**src/sv/mnts_pkg.sv**
```systemverilog
// Shared types, codes, constants and the pitch table of the note tracker.
package mnts_pkg;

  // Default sizes.
  localparam int NOTE_SLOTS_DEF = 64;
  localparam int KEY_COUNT_DEF  = 128;

  // Field widths.
  localparam int TW     = 40;
  localparam int NW     = 7;
  localparam int SUSW   = 13;
  localparam int BASE_W = 21;
  localparam int DVD_W  = 21;
  localparam int AGE_W  = 16;

  // Sustain scaling: base_q8 * (127 + v) / (254 * 256).
  localparam int          VEL_OFS   = 127;
  localparam logic [63:0] EXP_STEP  = 64'd4143098513;
  localparam logic [63:0] BASE_MAXQ = 64'd2048000;
  localparam int          LOW_KEY   = 21;

  // Division by 254 as a halving followed by a multiply with ceil(2^27 / 127);
  // exact for every halved dividend below 2^20.
  localparam int                 RECIP_W   = 21;
  localparam logic [RECIP_W-1:0] SUS_RECIP = 21'd1056833;
  localparam int                 SUS_SHIFT = 27;

  // Reset values of the registers.
  localparam logic [AGE_W-1:0] AGE_RST = 16'd5000;
  localparam logic [NW-1:0]    THR_RST = 7'd63;
  localparam logic [NW-1:0]    CTL_RST = 7'd64;

  // Register indexes.
  localparam logic [1:0] CFG_AGE = 2'd0;
  localparam logic [1:0] CFG_THR = 2'd1;
  localparam logic [1:0] CFG_CTL = 2'd2;

  // Event kinds.
  localparam logic [1:0] K_ON   = 2'd0;
  localparam logic [1:0] K_OFF  = 2'd1;
  localparam logic [1:0] K_CTL  = 2'd2;
  localparam logic [1:0] K_TICK = 2'd3;

  // Report codes.
  localparam logic [2:0] REP_ADDED    = 3'd0;
  localparam logic [2:0] REP_RELEASED = 3'd1;
  localparam logic [2:0] REP_CUT      = 3'd2;
  localparam logic [2:0] REP_RETIRED  = 3'd3;
  localparam logic [2:0] REP_PEDAL    = 3'd4;
  localparam logic [2:0] REP_NOCHG    = 3'd5;
  localparam logic [2:0] REP_FULL     = 3'd6;

  // Ring read address select.
  localparam logic [1:0] RD_NONE = 2'd0;
  localparam logic [1:0] RD_MAP  = 2'd1;
  localparam logic [1:0] RD_SCAN = 2'd2;
  localparam logic [1:0] RD_HEAD = 2'd3;

  // Ring write select.
  localparam logic [1:0] WR_NONE = 2'd0;
  localparam logic [1:0] WR_ON   = 2'd1;
  localparam logic [1:0] WR_OFF  = 2'd2;
  localparam logic [1:0] WR_CUT  = 2'd3;

  // Hold register load select.
  localparam logic [1:0] H_NONE  = 2'd0;
  localparam logic [1:0] H_EVENT = 2'd1;
  localparam logic [1:0] H_REC   = 2'd2;

  typedef struct packed {
    logic [TW-1:0]   start_ms;
    logic [TW-1:0]   end_ms;
    logic [NW-1:0]   note;
    logic [NW-1:0]   vel;
    logic            open;
    logic [SUSW-1:0] sus;
    logic            sust;
  } rec_t;

  typedef struct packed {
    logic [2:0]      report;
    logic [5:0]      slot;
    logic [NW-1:0]   note;
    logic [NW-1:0]   vel;
    logic [TW-1:0]   start_ms;
    logic [TW-1:0]   end_ms;
    logic            end_open;
    logic [SUSW-1:0] sus;
    logic            sust;
  } res_t;

  typedef struct packed {
    logic       item_ld;
    logic       map_rd;
    logic [1:0] rd_sel;
    logic [1:0] wr_sel;
    logic       pedal_ld;
    logic       scan_clr;
    logic       scan_inc;
    logic       ret_adv;
    logic       div_start;
    logic [1:0] hold_sel;
    logic [2:0] hold_rep;
    logic       push;
    logic       flush;
  } cmd_t;

  typedef struct packed {
    logic [1:0] kind;
    logic       map_hit;
    logic       full;
    logic       ctl_match;
    logic       ped_new;
    logic       pedal;
    logic       scan_end;
    logic       count_zero;
    logic       cut_hit;
    logic       ret_hit;
    logic       div_done;
    logic       hold_vld;
    logic       out_free;
  } sts_t;

  // Pitch base in ms with 8 fraction bits, one entry per key; keys below
  // the lowest piano key share its value.
  typedef logic [BASE_W-1:0] base_tab_t [128];

  function automatic base_tab_t base_tab_f();
    base_tab_t   tab;
    logic [63:0] p;
    logic [63:0] prod;
    p = 64'd1 << 32;
    for (int n = 0; n < 128; n++) begin
      if (n > LOW_KEY) begin
        prod = p * EXP_STEP;
        p    = prod >> 32;
      end
      prod   = BASE_MAXQ * p;
      tab[n] = BASE_W'(prod >> 32);
    end
    return tab;
  endfunction

  localparam base_tab_t BASE_TAB = base_tab_f();

endpackage

```
**src/sv/mnts_ctrl.sv**
```systemverilog
// Sequencer of the note tracker: decodes each event and walks the ring.
module mnts_ctrl (
  input  logic                 clk,
  input  logic                 rst_n,
  input  logic                 in_valid,
  output logic                 in_ready,
  input  mnts_pkg::sts_t       sts,
  output mnts_pkg::cmd_t       cmd
);

  localparam logic [3:0] S_IDLE     = 4'd0;
  localparam logic [3:0] S_DEC      = 4'd1;
  localparam logic [3:0] S_MAP      = 4'd2;
  localparam logic [3:0] S_REC      = 4'd3;
  localparam logic [3:0] S_DIV      = 4'd4;
  localparam logic [3:0] S_SCAN_RD  = 4'd5;
  localparam logic [3:0] S_SCAN_CHK = 4'd6;
  localparam logic [3:0] S_RET_RD   = 4'd7;
  localparam logic [3:0] S_RET_CHK  = 4'd8;
  localparam logic [3:0] S_END      = 4'd9;
  localparam logic [3:0] S_FLUSH    = 4'd10;

  logic [3:0] state_r;
  logic [3:0] state_nxt;
  logic       push_ok;

  // A new result may enter the hold stage once the older one can move on.
  assign push_ok  = !sts.hold_vld || sts.out_free;
  assign in_ready = (state_r == S_IDLE);

  // Next state and commands.
  always_comb begin
    state_nxt = state_r;
    cmd       = '0;
    unique case (state_r)
      S_IDLE: begin
        if (in_valid) begin
          cmd.item_ld = 1'b1;
          state_nxt   = S_DEC;
        end
      end
      S_DEC: begin
        unique case (sts.kind)
          mnts_pkg::K_ON: begin
            state_nxt = S_FLUSH;
            if (sts.map_hit) begin
              cmd.hold_sel = mnts_pkg::H_EVENT;
              cmd.hold_rep = mnts_pkg::REP_NOCHG;
            end else if (sts.full) begin
              cmd.hold_sel = mnts_pkg::H_EVENT;
              cmd.hold_rep = mnts_pkg::REP_FULL;
            end else begin
              cmd.wr_sel   = mnts_pkg::WR_ON;
              cmd.hold_sel = mnts_pkg::H_REC;
              cmd.hold_rep = mnts_pkg::REP_ADDED;
            end
          end
          mnts_pkg::K_OFF: begin
            if (sts.map_hit) begin
              cmd.map_rd = 1'b1;
              state_nxt  = S_MAP;
            end else begin
              cmd.hold_sel = mnts_pkg::H_EVENT;
              cmd.hold_rep = mnts_pkg::REP_NOCHG;
              state_nxt    = S_FLUSH;
            end
          end
          mnts_pkg::K_CTL: begin
            if (!sts.ctl_match) begin
              cmd.hold_sel = mnts_pkg::H_EVENT;
              cmd.hold_rep = mnts_pkg::REP_NOCHG;
              state_nxt    = S_FLUSH;
            end else if (sts.ped_new) begin
              cmd.pedal_ld = 1'b1;
              cmd.hold_sel = mnts_pkg::H_EVENT;
              cmd.hold_rep = mnts_pkg::REP_PEDAL;
              state_nxt    = S_FLUSH;
            end else begin
              cmd.pedal_ld = 1'b1;
              cmd.scan_clr = 1'b1;
              state_nxt    = S_SCAN_RD;
            end
          end
          mnts_pkg::K_TICK: state_nxt = S_RET_RD;
          default: state_nxt = S_IDLE;
        endcase
      end
      S_MAP: begin
        cmd.rd_sel = mnts_pkg::RD_MAP;
        state_nxt  = S_REC;
      end
      S_REC: begin
        if (sts.pedal) begin
          cmd.div_start = 1'b1;
          state_nxt     = S_DIV;
        end else begin
          cmd.wr_sel   = mnts_pkg::WR_OFF;
          cmd.hold_sel = mnts_pkg::H_REC;
          cmd.hold_rep = mnts_pkg::REP_RELEASED;
          state_nxt    = S_FLUSH;
        end
      end
      S_DIV: begin
        if (sts.div_done) begin
          cmd.wr_sel   = mnts_pkg::WR_OFF;
          cmd.hold_sel = mnts_pkg::H_REC;
          cmd.hold_rep = mnts_pkg::REP_RELEASED;
          state_nxt    = S_FLUSH;
        end
      end
      S_SCAN_RD: begin
        if (sts.scan_end) begin
          state_nxt = S_END;
        end else begin
          cmd.rd_sel = mnts_pkg::RD_SCAN;
          state_nxt  = S_SCAN_CHK;
        end
      end
      S_SCAN_CHK: begin
        if (!sts.cut_hit) begin
          cmd.scan_inc = 1'b1;
          state_nxt    = S_SCAN_RD;
        end else if (push_ok) begin
          cmd.push     = sts.hold_vld;
          cmd.wr_sel   = mnts_pkg::WR_CUT;
          cmd.hold_sel = mnts_pkg::H_REC;
          cmd.hold_rep = mnts_pkg::REP_CUT;
          cmd.scan_inc = 1'b1;
          state_nxt    = S_SCAN_RD;
        end
      end
      S_RET_RD: begin
        if (sts.count_zero) begin
          state_nxt = S_END;
        end else begin
          cmd.rd_sel = mnts_pkg::RD_HEAD;
          state_nxt  = S_RET_CHK;
        end
      end
      S_RET_CHK: begin
        if (!sts.ret_hit) begin
          state_nxt = S_END;
        end else if (push_ok) begin
          cmd.push     = sts.hold_vld;
          cmd.hold_sel = mnts_pkg::H_REC;
          cmd.hold_rep = mnts_pkg::REP_RETIRED;
          cmd.ret_adv  = 1'b1;
          state_nxt    = S_RET_RD;
        end
      end
      S_END: begin
        // An event that reported no record still gives one result.
        if (!sts.hold_vld) begin
          cmd.hold_sel = mnts_pkg::H_EVENT;
          cmd.hold_rep = (sts.kind == mnts_pkg::K_CTL) ? mnts_pkg::REP_PEDAL
                                                       : mnts_pkg::REP_NOCHG;
        end
        state_nxt = S_FLUSH;
      end
      S_FLUSH: begin
        if (sts.out_free) begin
          cmd.flush = 1'b1;
          state_nxt = S_IDLE;
        end
      end
      default: state_nxt = S_IDLE;
    endcase
  end

  always_ff @(posedge clk) begin
    if (!rst_n) begin
      state_r <= S_IDLE;
    end else begin
      state_r <= state_nxt;
    end
  end

endmodule

```
**config.mk**
```make
export PLATFORM = sky130hd
export DESIGN_NAME = mnts_ctrl
export DESIGN_NICKNAME = d
export VERILOG_FILES = /design/src/sv/mnts_pkg.sv /design/src/sv/mnts_ctrl.sv
export SDC_FILE = /design/constraint.sdc
export NUM_CORES = 1
export LEC_CHECK = 0
export ABC_AREA = 1
export BUFFER_PORTS_ARGS = -buffer_cell sky130_fd_sc_hd__buf_4
export CAP_MARGIN = 25
export CORE_MARGIN = 4
export CORE_UTILIZATION = 29
export DETAILED_ROUTE_END_ITERATION = 6
export SYNTH_ARGS = -nofsm -noshare
export SYNTH_HDL_FRONTEND = slang
export SYNTH_SLANG_ARGS = --single-unit
```
**constraint.sdc**
```tcl
create_clock -name clk -period 1.6 [get_ports clk]
set_clock_uncertainty 0.2 [all_clocks]
set_input_delay 0.32 -clock clk [delete_from_list [all_inputs] [get_ports clk]]
set_output_delay 0.32 -clock clk [all_outputs]
set_load 0.02 [all_outputs]
```
==> out/metrics.yaml <==
status:
  status: "finished, violations left"
  failed_checks: "setup timing"
logic_synthesis:
  yosysTopAreaCell: "nand2_1"
  syn-num-nets: 166
  yosys_register_bits: 4
  synth_warnings: 0
  yosys.area.top_type_share_pct: 23.67
  mappedNetlistArea_um2: 729.5
  yosysUniqueCellTypes: 20
  yosys-top-cells-area: "nand2_1 (24%), nor2_1 (13%), inv_1 (12%)"
  yosysSeqAreaShare_pct: 10.98
  synth_area_per_cell_um2: 4.896
  syn_inst: 149
critical_path:
  max_stage_delay_ns: 0.39
  crit_chain: "inv_4, nor2_4, nand2_2, nand2_2, nand3_2, a21oi_2, buf_4"
  worstPathMaxFanout: 6
  slowest_stage: "dfxtp_4"
  critPathCaptureType: "output port"
  worstPathRequired_ns: 1.08
  startpoint_type: "register"
  crit_top_cell: "nand2_2"
  cp_top_family: "simple AND/OR/NAND/NOR gates"
  cp.arrival_ns: 1.40
  timing_worst_setup_path_type: "reg -> out"
  crit_buf_inv: 2
final_layout:
  fillerInstances: 195
  fin_nets: 253
  largest_reg_flops: 4
  syn_to_final_growth_pct: 134.3
  regMostFlops: "state_r"
  top_regs: "state_r x4"
  drive_above_1_share_pct: 63.83
  n_antenna_cell: 0
  fin_area_mm2: 0.001709
sta:
  worst-slew-pin-transition_ns: 0.3096
  fin_crit_sh_pct: 119.7
  fmax_mhz: 522.1
  finalHoldViolCount: 0
  hold_ws_ns: 0.1662
  maxSlewViolCount: 0
  layout_setup_ws_ns: -0.3155
  slew_headroom_pct: 79.28
  period_needed_ns: 1.916
  grt_setup_unrepaired: "yes"
  timing.setup.tns_ns: -4.767
  setup_violations: 23
die:
  pin_count: 36
  initial_utilization_pct: 31.75
  fp.dieW_um: 58.16
  core_mm2: 0.002297
  die_area_mm2: 0.003382
  floorplan.rows: 17
  fp.dieH_um: 58.16
clock_tree:
  root_buffer: "clkbuf_4"
  cts.htree.levels: 1
  clk_pin_slew_ns: 0.05
  cts_buffer_depth: 2
  clk_latency_ns: 0.24
  cts_tree: "yes"
  cts_hold_buffers: 0
  cts.sinks: 4
  numCtsBuffers: 3
global_routing:
  grt_pass1_vias: 1236
  grt-ovfl-total: 0
  grt_use_total_pct: 18.73
  antenna_found_initial: 0
  grt_max_degree: 8
  grt_pass1_wl_um: 5050
drt:
  drtIter0Drc: 26
  drc: 0
  wirelength_um: 3383
  vias_per_cell: 4.901
  num_vias: 1289
  wire_per_inst_um: 12.86
  dr.pass1.iters: 4
  drtAntennaViolNets: 0
place:
  gp_congestion: 0.8486
  placed_cell_area_mm2: 0.001354
  io_buffers: 35
  hpwlAfterDp_um: 2363
  pre_cts_slack_ns: -0.1236
pwr:
  leakage_nw: 0.9066
  vdd_ir_drop_max_uv: 1580
  p_per_area_mw_per_mm2: 1433
  total_power_mw: 2.449
job:
  maxCapViolCount: 0
min_path:
  hp-class: "in -> reg"
[worst paths after layout]
path	from	to	cells past startpoint	slack, ns
setup / recovery	state_r[2]	cmd[1]	7	-0.32
hold / removal	rst_n	state_r[0]	3	0.17
setup reg to reg	state_r[2]	state_r[1]	11	-0.09
hold reg to reg	state_r[2]	state_r[2]	2	0.33
[metal layers]
metal | global-route usage (%) | vias to the layer above | part of all wire [%]
li1 | - | 645 | -
met1 | 22.24 | 604 | 42
met2 | 34.35 | 34 | 51
met3 | 4.009 | 6 | 4.8
met4 | 3.642 | 0 | 2.2
met5 | 0 | - | 0
[what timing repair did]
item,4_1_cts,5_1_grt
pin swaps,19,13
endpoints found under the setup margin,23,23
gates resized for setup,42,22
setup buffers,11,7
[kinds of logic (layout without fill, tap and decap cells)]
kind of cell | Yosys count | after routing | synth area share (%)
buf+inv | 26 | 112 | 13.89
simple gates | 106 | 106 | 65.18
flops | 4 | 4 | 10.98
compound gates | 13 | 13 | 9.949
[power breakdown]
part | switching, mW | total [mW] | internal (mW) | leakage (nW)
combinational | 1.07 | 2.04 | 0.962 | 0.856
sequential | 0.106 | 0.272 | 0.166 | 0.0356
clock | 0.0464 | 0.140 | 0.0939 | 0.0150
[cells in the mapped netlist, drive strengths merged]
cell type and instances:
a21oi 7, buf 1, dfxtp 4, inv 25, nand2 49, nand3 14, nand3b 2, nand4 2
nor2 33, nor3 4, nor4 1, o211ai 1, o21ai 3, o221ai 1, o22ai 1, or2 1
[layout make-up]
cell class	instances	area [um^2]	share of cell area (%)
Multi-Input combinational cell	119	760.7	44.51
Inverter	25	108.9	6.369
Tap cell	28	35.03	2.050
Clock buffer	4	26.28	1.537
Sequential cell	4	95.09	5.564
Timing Repair Buffer	83	683.2	39.97
[placed cells by master, fill, tap and decap left out, drive strengths merged]
cell,instances
a21oi,7
o22ai,1
nor3,4
dfxtp,4
nand3,14
nor2,33
o221ai,1
o211ai,1
or2,1
nand2,49
nand3b,2
nor4,1
inv,25
nand4,2
buf,83
o21ai,3
clkbuf,4
[worst register-to-register path, delay by kind of cell, from the launching register on]
| kind | cells | cell delay [ns] |
|---|---|---|
| AND/OR/NAND/NOR | 6 | 0.58 |
| flip-flops | 1 | 0.39 |
| buffers and inverters | 4 | 0.35 |
| AO/OA/AOI/OAI | 1 | 0.05 |
[through the flow]
stage	cells	util, %
after detailed placement	243	58.93
after global routing	263	74.40
after global placement	243	58.93
after floorplan	149	-
final	263	74.40
after CTS	256	69.06
Power figures use the tool's default switching activity.
